## src/rtl/core/tensor_reduction_engine_macros.svh

```systemverilog
// Assertion macros shared by the tensor reduction engine RTL.
`ifndef TENSOR_REDUCTION_ENGINE_MACROS_SVH
`define TENSOR_REDUCTION_ENGINE_MACROS_SVH

`ifndef SYNTHESIS
// Same-cycle implication, checked on every rising clock edge out of reset.
`define TRE_ASSERT_IMPLIES(lbl, clk, rst_n, ante, cons) \
  lbl: assert property (@(posedge clk) disable iff (!rst_n) (ante) |-> (cons)) \
    else $error("tensor_reduction_engine: same-cycle check failed");
// Next-cycle implication, checked on every rising clock edge out of reset.
`define TRE_ASSERT_NEXT(lbl, clk, rst_n, ante, cons) \
  lbl: assert property (@(posedge clk) disable iff (!rst_n) (ante) |=> (cons)) \
    else $error("tensor_reduction_engine: next-cycle check failed");
`else
`define TRE_ASSERT_IMPLIES(lbl, clk, rst_n, ante, cons)
`define TRE_ASSERT_NEXT(lbl, clk, rst_n, ante, cons)
`endif

`endif

```

## src/rtl/core/tre_pkg.sv

```systemverilog
// Types, mode codes and helpers for the tensor reduction engine.
`default_nettype none
package tre_pkg;

  localparam int unsigned VAL_W = 64;
  localparam int unsigned OFF_W = 32;
  localparam int unsigned MODE_W = 3;

  localparam logic [MODE_W-1:0] MODE_SUM     = 3'd0;
  localparam logic [MODE_W-1:0] MODE_SUM_ABS = 3'd1;
  localparam logic [MODE_W-1:0] MODE_MAX     = 3'd2;
  localparam logic [MODE_W-1:0] MODE_MAX_ABS = 3'd3;
  localparam logic [MODE_W-1:0] MODE_MIN     = 3'd4;
  localparam logic [MODE_W-1:0] MODE_MIN_ABS = 3'd5;
  localparam logic [MODE_W-1:0] MODE_NORM2   = 3'd6;

  typedef enum logic [2:0] {
    ST_IDLE,
    ST_SQUARE,
    ST_FOLD,
    ST_ROOT,
    ST_EMIT
  } tre_state_t;

  typedef struct packed {
    logic signed [VAL_W-1:0] a;
    logic signed [VAL_W-1:0] b;
    logic                    sub;
  } alu_req_t;

  typedef struct packed {
    logic signed [VAL_W-1:0] sat;
    logic                    neg;
    logic                    zero;
  } alu_rsp_t;

  function automatic logic mode_is_cmp(input logic [MODE_W-1:0] m);
    return (m == MODE_MAX) || (m == MODE_MAX_ABS) || (m == MODE_MIN) || (m == MODE_MIN_ABS);
  endfunction

  function automatic logic mode_is_max(input logic [MODE_W-1:0] m);
    return (m == MODE_MAX) || (m == MODE_MAX_ABS);
  endfunction

  function automatic logic mode_uses_abs(input logic [MODE_W-1:0] m);
    return (m == MODE_SUM_ABS) || (m == MODE_MAX_ABS) || (m == MODE_MIN_ABS);
  endfunction

endpackage
`default_nettype wire

```

## src/rtl/core/tre_alu.sv

```systemverilog
// Shared 64-bit add/subtract unit with signed saturation and sign/zero flags.
`default_nettype none
module tre_alu (
  input  tre_pkg::alu_req_t req,
  output tre_pkg::alu_rsp_t rsp
);
  import tre_pkg::*;

  logic signed [VAL_W:0] a_ext;
  logic signed [VAL_W:0] b_ext;
  logic signed [VAL_W:0] full;

  assign a_ext = {req.a[VAL_W-1], req.a};
  assign b_ext = req.sub ? ~{req.b[VAL_W-1], req.b} : {req.b[VAL_W-1], req.b};
  assign full  = a_ext + b_ext + {{VAL_W{1'b0}}, req.sub};

  always_comb begin
    rsp.neg  = full[VAL_W];
    rsp.zero = (full == '0);
    // The 65-bit result overflows 64 bits when its two top bits differ.
    if (full[VAL_W] != full[VAL_W-1]) begin
      rsp.sat = full[VAL_W] ? {1'b1, {(VAL_W-1){1'b0}}} : {1'b0, {(VAL_W-1){1'b1}}};
    end else begin
      rsp.sat = full[VAL_W-1:0];
    end
  end

endmodule
`default_nettype wire

```

## config.mk

```make
export PLATFORM = sky130hd
export DESIGN_NAME = tre_alu
export DESIGN_NICKNAME = d
export VERILOG_FILES = /design/src/rtl/core/tensor_reduction_engine_macros.svh /design/src/rtl/core/tre_pkg.sv /design/src/rtl/core/tre_alu.sv
export SDC_FILE = /design/constraint.sdc
export NUM_CORES = 1
export LEC_CHECK = 0
export ABC_AREA = 1
export BUFFER_PORTS_ARGS = -buffer_cell sky130_fd_sc_hd__buf_4
export CORE_MARGIN = 3
export CORE_UTILIZATION = 51
export DETAILED_ROUTE_END_ITERATION = 10
export MAX_ROUTING_LAYER = met4
export PLACE_DENSITY_LB_ADDON = 0.3
export REMOVE_ABC_BUFFERS = 1
export SLEW_MARGIN = 20
export SYNTH_ARGS = -nofsm -noshare
export SYNTH_HDL_FRONTEND = slang
export SYNTH_SLANG_ARGS = --single-unit
export TNS_END_PERCENT = 100
```

## constraint.sdc

```tcl
create_clock -name vclk -period 4.7
set_input_delay 1.175 -clock vclk [all_inputs]
set_output_delay 1.175 -clock vclk [all_outputs]
set_load 0.01 [all_outputs]
```

==> out/summary.txt, run 1 <==
DP Wirelength: 25300 um
Yosys warning count: 0
largest net degree at the start of global routing: 24
Syn Area/Cell: 5.01 um^2
row cnt: 42
synth top area cells: nand2_1, inv_1, ha_1, nor2_1, xor2_1
first error: [ERROR GRT-0232] Routing congestion too high. Check the congestion heatmap in the GUI.
RePlAce Congestion: 1.19
Worst-path end type: top-level output
GR Overflow Total: 980
number of buffers added on ports: 195
Seq/Total Area, Yosys: 0
Die Y: 125 um
Top Ports: 195
Total GRT Usage: 0.940
Failed at: global routing (5_1_grt)
Die X: 125 um
dominant cell type by area after synthesis: nand2_1
top-area cell type share of the netlist area: 0.282
outcome: did not finish
count of cell types in the netlist: 36
GR repair worst EP: rsp[32]
mapped cell area: 7170 um^2
initial core utilization: 0.531
Placed Instance Area: 10800 um^2
Synth Instances: 1431
-- stage by stage --
stage	hold WS [ns]	util	std cells	setup TNS [ns]	setup WS (ns)
after global placement	2.87	0.797	2051	-34.33	-0.653
after CTS	2.89	0.872	2083	-22.10	-0.425
after detailed placement	2.89	0.797	2051	-39.85	-0.720
after floorplan	2.60	-	1412	-1.89	-0.0943
-- routing by layer --
metal	GRT overflow	GRT usage
met1	13	0.842
met2	769	1.20
met3	13	0.689
met4	185	1.03
met5	-	-
-- what timing repair did --
item / 4_1_cts
pin swaps: 42
gates cloned: 6
hold buffers: 0
buffers inserted: 26
setup endpoints to repair: 66
resized for setup: 184
-- cells by family after synthesis --
family,count (synthesis),share of synthesized area
xor+xnor,76,0.0928
buf+inv,287,0.161
simple gates,841,0.483
compound gates,157,0.141
fa+ha+maj,70,0.123
-- cell usage after synthesis --
| cell type | n |
|---|---|
| nand2_1 | 538 |
| inv_1 | 257 |
| nor2_1 | 165 |
| nand3_1 | 73 |
| ha_1 | 69 |
| a21oi_1 | 68 |
| xor2_1 | 68 |
| o21ai_0 | 34 |
| nand2_2 | 17 |
| a31oi_2 | 15 |
| a21oi_2 | 14 |
| nand4_1 | 13 |
| o21bai_1 | 13 |
| inv_2 | 10 |
| buf_6 | 9 |
| nand3b_1 | 9 |
| nor2_2 | 9 |
| xnor2_1 | 8 |
| nor3_1 | 7 |
| clkbuf_1 | 6 |
| a31oi_1 | 4 |
| nand3_2 | 4 |
| buf_2 | 3 |
| nand2_4 | 3 |
| o21a_1 | 3 |
| a21o_1 | 2 |
| a21boi_0 | 1 |
| a21boi_1 | 1 |
| and2_1 | 1 |
| buf_4 | 1 |
| clkinv_1 | 1 |
| fa_1 | 1 |
| nor2_8 | 1 |
| nor3_2 | 1 |
| o21ai_1 | 1 |
| o31ai_1 | 1 |
==> run 2: changes to the inputs <==
CORE_UTILIZATION = 40   (was 51)
MAX_ROUTING_LAYER = unset   (was met4)
PLACE_DENSITY_LB_ADDON = 0.15   (was 0.3)
clock period = 6.1 ns   (was 4.7 ns; I/O delays follow)
==> run 2 against run 1 <==
Compared with the run above:
- the run now ends clean
- synthesized area unchanged
- synthesized cell count did not move
==> out/summary.txt, run 2 <==
Final Hold Slack: 3.48 ns
count of cell types in the netlist: 36 (unchanged)
Tmin final: 5.97 ns
Syn Area/Cell: 5.01 um^2 (unchanged)
DRT Wirelength: 29300 um
ANT cells: 0
Yosys warning count: 0 (unchanged)
ratio of cells with drive above 1 in the final layout: 0.274
slowest stage delay, CP: 0.33 ns
Die Y: 140 um (was 125 um)
Slew Viols, Final: 0
Worst setup EP type: output pin
Critical Path Source: req[0]
slowest CP cell: ha_1
WL per Instance: 14.8 um
outcome: completed (was did not finish)
via count of the first global-routing pass: 8878
FMAX: 0.167 GHz
RSZ-0062 raised after global routing: yes
Seq/Total Area, Yosys: 0 (unchanged)
Max VDD drop: 0.167 mV
DRC: 0
cell area power density: 193 nW/um^2
crit share post-route: 0.979
antenna violations before repair: 0
crit-path cells: buf_12 -> buf_12 -> xor2_1 -> ha_1 -> nand2_2 -> nor2_1 -> nand2_2 -> nand2_2 -> nand2_2 -> nand2_2 -> nand2_2 -> nand2_2 -> nand3_2 -> buf_4 -> nand2_1 -> nand2_1 -> nand2_4 -> nor2_8 -> buf_4 -> buf_4 -> a31oi_2 -> buf_4
Top Ports: 195 (unchanged)
hold path startpoint: req[65]
number of buffers added on ports: 195 (unchanged)
DP Wirelength: 26200 um (was 25300 um)
Final setup viols: 0
core area: 17400 um^2
Antenna Nets Post-Route: 0
RePlAce Congestion: 0.979 (was 1.19)
die area: 19600 um^2
Final Hold Viols: 0
Vias/cell: 4.87
GR Overflow Total: 0
Max-Cap Viols: 0
first-pass GRT wire length: 44500 um
largest net degree at the start of global routing: 36
synth top area cells: nand2_1, inv_1, ha_1, nor2_1, xor2_1 (unchanged)
FFs & Latches: 0
most frequent cells in the layout: nand2_1, buf_4, inv_1
nets@finish: 1956
total number of vias: 9641
CP Data Arrival Time: 4.45 ns
Synth Instances: 1431 (unchanged)
Max-slew headroom: 0.711
Worst-Margin Slew: 0.429 ns
Req. time, crit path: 4.58 ns
CLK BUF: 0
iteration-0 DRC count of the detailed router: 689
Final Total Pwr: 1.98 mW
peak fanout along the critical path: 10
FF/Latch Area: 0 um^2
worst hold path type: primary input to output pin
Critical Path Start Type: primary input
dominant cell type by area after synthesis: nand2_1 (unchanged)
most numerous cell in the Yosys netlist: nand2_1 (unchanged)
cell leakage power: 5.94 nW
most frequent cell on the critical path: nand2_2
top cells by instance count after synthesis: nand2_1, inv_1, nor2_1, nand3_1, ha_1 (unchanged)
most common cell after layout, fill and taps aside: nand2_1
Total GRT Usage: 0.278
top-area cell type share of the netlist area: 0.282 (unchanged)
area grow syn2layout: 43.4%
row cnt: 48 (was 42)
drt first pass iters: 5
Hold Buf Count CTS: 0 (unchanged)
mapped cell area: 7170 um^2 (unchanged)
initial core utilization: 0.412 (was 0.531)
Die X: 140 um (was 125 um)
kind of critical path: primary input to output pin
utilization after layout: 0.591
-- run 2: cell counts after synthesis --
Identical to the previous run, type by type.
-- run 2: critical path: cells and delay by family --
| family | cells | cell delay [ns] |
|---|---|---|
| and+or+nand+nor | 13 | 1.27 |
| AOI/OAI and AO/OA | 1 | 0.18 |
| buffers and inverters | 6 | 0.96 |
| xor gates and xnor gates | 1 | 0.16 |
| adders and majority gates | 1 | 0.33 |
-- run 2: cell families after synthesis --
kind of cell             Yosys count  synth area share
AO/OA/AOI/OAI                    157             0.141
buffers and inverters            287             0.161
XOR/XNOR                          76            0.0928
AND/OR/NAND/NOR                  841             0.483
adder cells (fa/ha/maj)           70             0.123
-- run 2: where the power goes --
part / switching (mW) / total (mW) / leakage, nW / internal, mW
Sequential: 0 / 0 / 0 / 0
Combinational: 1.11 / 1.98 / 5.94 / 0.870
Clock: 0 / 0 / 0 / 0
Total: 1.11 / 1.98 / 5.94 / 0.870
-- run 2: cell type report --
cell class,count,area [um^2]
inverter,268,1010
multi-input combinational,1144,6270
fill,1844,7130
timing repair buffer,343,2730
tap,225,282
-- run 2: routing by layer --
| layer | routed length (um) | global-route usage | vias up |
|---|---|---|---|
| met5 | 0 | 0 | - |
| met4 | 282 | 0.0250 | 0 |
| met3 | 2440 | 0.0488 | 25 |
| met2 | 12800 | 0.455 | 304 |
| met1 | 13700 | 0.398 | 4266 |
| li1 | - | - | 5046 |
-- run 2: path summary, 6_finish.rpt --
kind                  endpoint  slack, ns  depth (start not counted)
worst max-delay path   rsp[18]       0.13                         22
worst min-delay path    rsp[2]       3.48                          4
-- run 2: stage by stage --
| step | setup WS, ns | cells | TNS [ns] | cell area (um^2) |
|---|---|---|---|---|
| 4_1_cts | 0.00342 | 1971 | 0 | 9940 |
| 5_1_grt | -0.0421 | 1980 | -0.0822 | 10300 |
| 2_1_floorplan | 0.606 | 1412 | 0 | 7020 |
| 6_report | 0.130 | 1980 | 0 | 10300 |
| 3_3_place_gp | -0.138 | 1971 | -1.10 | 9930 |
| 3_5_place_dp | -0.148 | 1971 | -1.67 | 9930 |
-- run 2: timing repair --
| action | CTS | global route |
|---|---|---|
| endpoints found under the setup margin | 20 | 58 |
| gates cloned | 0 | 1 |
| hold endpoints to repair | 0 | 0 |
| buffers inserted | 0 | 8 |
| resized for setup | 4 | 70 |
| pin swaps | 1 | 10 |
Power figures use the tool's default switching activity.
==> run 3: changes to the inputs <==
MAX_ROUTING_LAYER = met4   (was unset)
==> run 3 against run 2 <==
Compared with the run above:
- sequential cell count unchanged
- first-iteration DRC count fell by 9.7%
- critical path depth is 2 lower
- non-clock buffer count is 7 higher
- critical endpoint is now rsp[19]
- largest power group unchanged
- highest routed layer unchanged
==> out/summary.txt, run 3 (synthesis results as in run 2) <==
outcome: completed (unchanged)
Fin Setup TNS: 0 ns (unchanged)
RSZ-0062 raised after global routing: yes (unchanged)
Max-Cap Viols: 0 (unchanged)
Int Power: 0.883 mW (was 0.870 mW)
Worst path top cell family by delay: simple AND/OR/NAND/NOR gates (unchanged)
ratio of cells with drive above 1 in the final layout: 0.279 (was 0.274)
area grow syn2layout: 44.2% (was 43.4%)
Die X: 140 um (unchanged)
Worst setup EP type: output pin (unchanged)
largest net degree at the start of global routing: 25 (was 36)
sw frac: 0.559 (was 0.561)
utilization after layout: 0.594 (was 0.591)
antenna violations before repair: 0 (unchanged)
row cnt: 48 (unchanged)
Critical Path Source: req[0] (unchanged)
placed cell count: 1978 (was 1971)
hold path startpoint: req[1] (was req[65])
via count of the first global-routing pass: 8959 (was 8878)
GR Overflow Total: 0 (unchanged)
cell area power density: 194 nW/um^2 (was 193 nW/um^2)
Max-slew headroom: 0.715 (was 0.711)
Top Ports: 195 (unchanged)
Clock power frac: 0 (about the same)
P_sw: 1.12 mW (was 1.11 mW)
kind of critical path: primary input to output pin (unchanged)
number of buffers added on ports: 195 (unchanged)
WL per Instance: 14.8 um (about the same)
most frequent cells in the layout: nand2_1, buf_4, inv_1 (unchanged)
CP Data Arrival Time: 4.43 ns (was 4.45 ns)
total number of vias: 9610 (was 9641)
first-pass GRT wire length: 44900 um (was 44500 um)
die area: 19600 um^2 (unchanged)
Design Area, Final: 10300 um^2 (about the same)
Req. time, crit path: 4.58 ns (about the same)
DP Wirelength: 26300 um (was 26200 um)
Final setup viols: 0 (unchanged)
Seq pwr share: 0 (about the same)
peak fanout along the critical path: 13 (was 10)
ANT cells: 0 (unchanged)
nets@finish: 1963 (was 1956)
Final Total Pwr: 2.00 mW (was 1.98 mW)
cell leakage power: 5.97 nW (was 5.94 nW)
DRC: 0 (unchanged)
initial core utilization: 0.412 (unchanged)
RePlAce Congestion: 0.967 (was 0.979)
crit-path cells: buf_16 -> buf_4 -> xor2_1 -> ha_2 -> nand2_1 -> nor2_1 -> nand2_1 -> nor2_1 -> nand2_2 -> nand2_2 -> nand3_2 -> buf_4 -> nand2_1 -> nand2_1 -> nand2_4 -> nor2_8 -> buf_4 -> buf_4 -> a31oi_2 -> buf_4 (was buf_12 -> buf_12 -> xor2_1 -> ha_1 -> nand2_2 -> nor2_1 -> nand2_2 -> nand2_2 -> nand2_2 -> nand2_2 -> nand2_2 -> nand2_2 -> nand3_2 -> buf_4 -> nand2_1 -> nand2_1 -> nand2_4 -> nor2_8 -> buf_4 -> buf_4 -> a31oi_2 -> buf_4)
drt first pass iters: 5 (unchanged)
iteration-0 DRC count of the detailed router: 622 (was 689)
Antenna Nets Post-Route: 0 (unchanged)
Die Y: 140 um (unchanged)
Placement Setup Slack: -0.169 ns (was -0.148 ns)
worst hold path type: primary input to output pin (unchanged)
FFs & Latches: 0 (unchanged)
Comb power frac: 1.000 (about the same)
Final Hold Viols: 0 (unchanged)
Max VDD drop: 0.149 mV (was 0.167 mV)
final worst slack: 0.141 ns (was 0.130 ns)
Final Hold Slack: 3.50 ns (was 3.48 ns)
FF/Latch Area: 0 um^2 (unchanged)
Tmin final: 5.96 ns (was 5.97 ns)
Critical Path Start Type: primary input (unchanged)
DRT Wirelength: 29300 um (about the same)
CLK BUF: 0 (unchanged)
slowest stage delay, CP: 0.40 ns (was 0.33 ns)
core area: 17400 um^2 (unchanged)
most common cell after layout, fill and taps aside: nand2_1 (unchanged)
Total GRT Usage: 0.289 (was 0.278)
FMAX: 0.168 GHz (was 0.167 GHz)
Worst-Margin Slew: 0.423 ns (was 0.429 ns)
Slew Viols, Final: 0 (unchanged)
slowest CP cell: ha_2 (was ha_1)
non-filler instance count after layout: 1987 (was 1980)
Placed Instance Area: 9970 um^2 (was 9930 um^2)
most frequent cell on the critical path: buf_4 (was nand2_2)
Vias/cell: 4.84 (was 4.87)
worst path bufs/invs: 6 (unchanged)
crit share post-route: 0.977 (was 0.979)
[run 3: changes by cell type in the layout (fill, tap and decap cells not counted), sizes merged]
cell	delta
buf	+7
[run 3: worst paths after layout]
check	end	slack (ns)	cells past startpoint
max	rsp[19]	0.14	20
min	rsp[2]	3.50	4
[run 3: routing by layer]
layer,up-vias,share of wire,GRT usage
met5,-,0,-
met4,0,0.0096,0.0240
met3,20,0.071,0.0338
met2,310,0.44,0.465
met1,4217,0.48,0.407
li1,5063,-,-
[run 3: tightest hold or removal path: stages]
cell and delay [ns]:
buf_4 0.10, xnor2_1 0.07, o21ai_0 0.16, buf_4 0.12
[run 3: power by group through the flow]
stage	logic [mW]	registers (mW)	clock network (mW)
after floorplan	1.00	0	0
final	2.00	0	0
after global placement	1.90	0	0
after CTS	1.93	0	0
after detailed placement	1.91	0	0
after global routing	2.19	0	0
[run 3: layout make-up]
class | instances | area, um^2
fill | 1861 | 7070
inverter | 268 | 1010
multi-input combinational | 1144 | 6280
timing repair buffer | 350 | 2780
tap | 225 | 282
[run 3: repair_timing]
action,CTS,global route
setup buffers,4,4
setup endpoints to repair,38,64
cloned,0,1
pin swaps,1,17
resized for setup,3,77
hold buffers,0,0
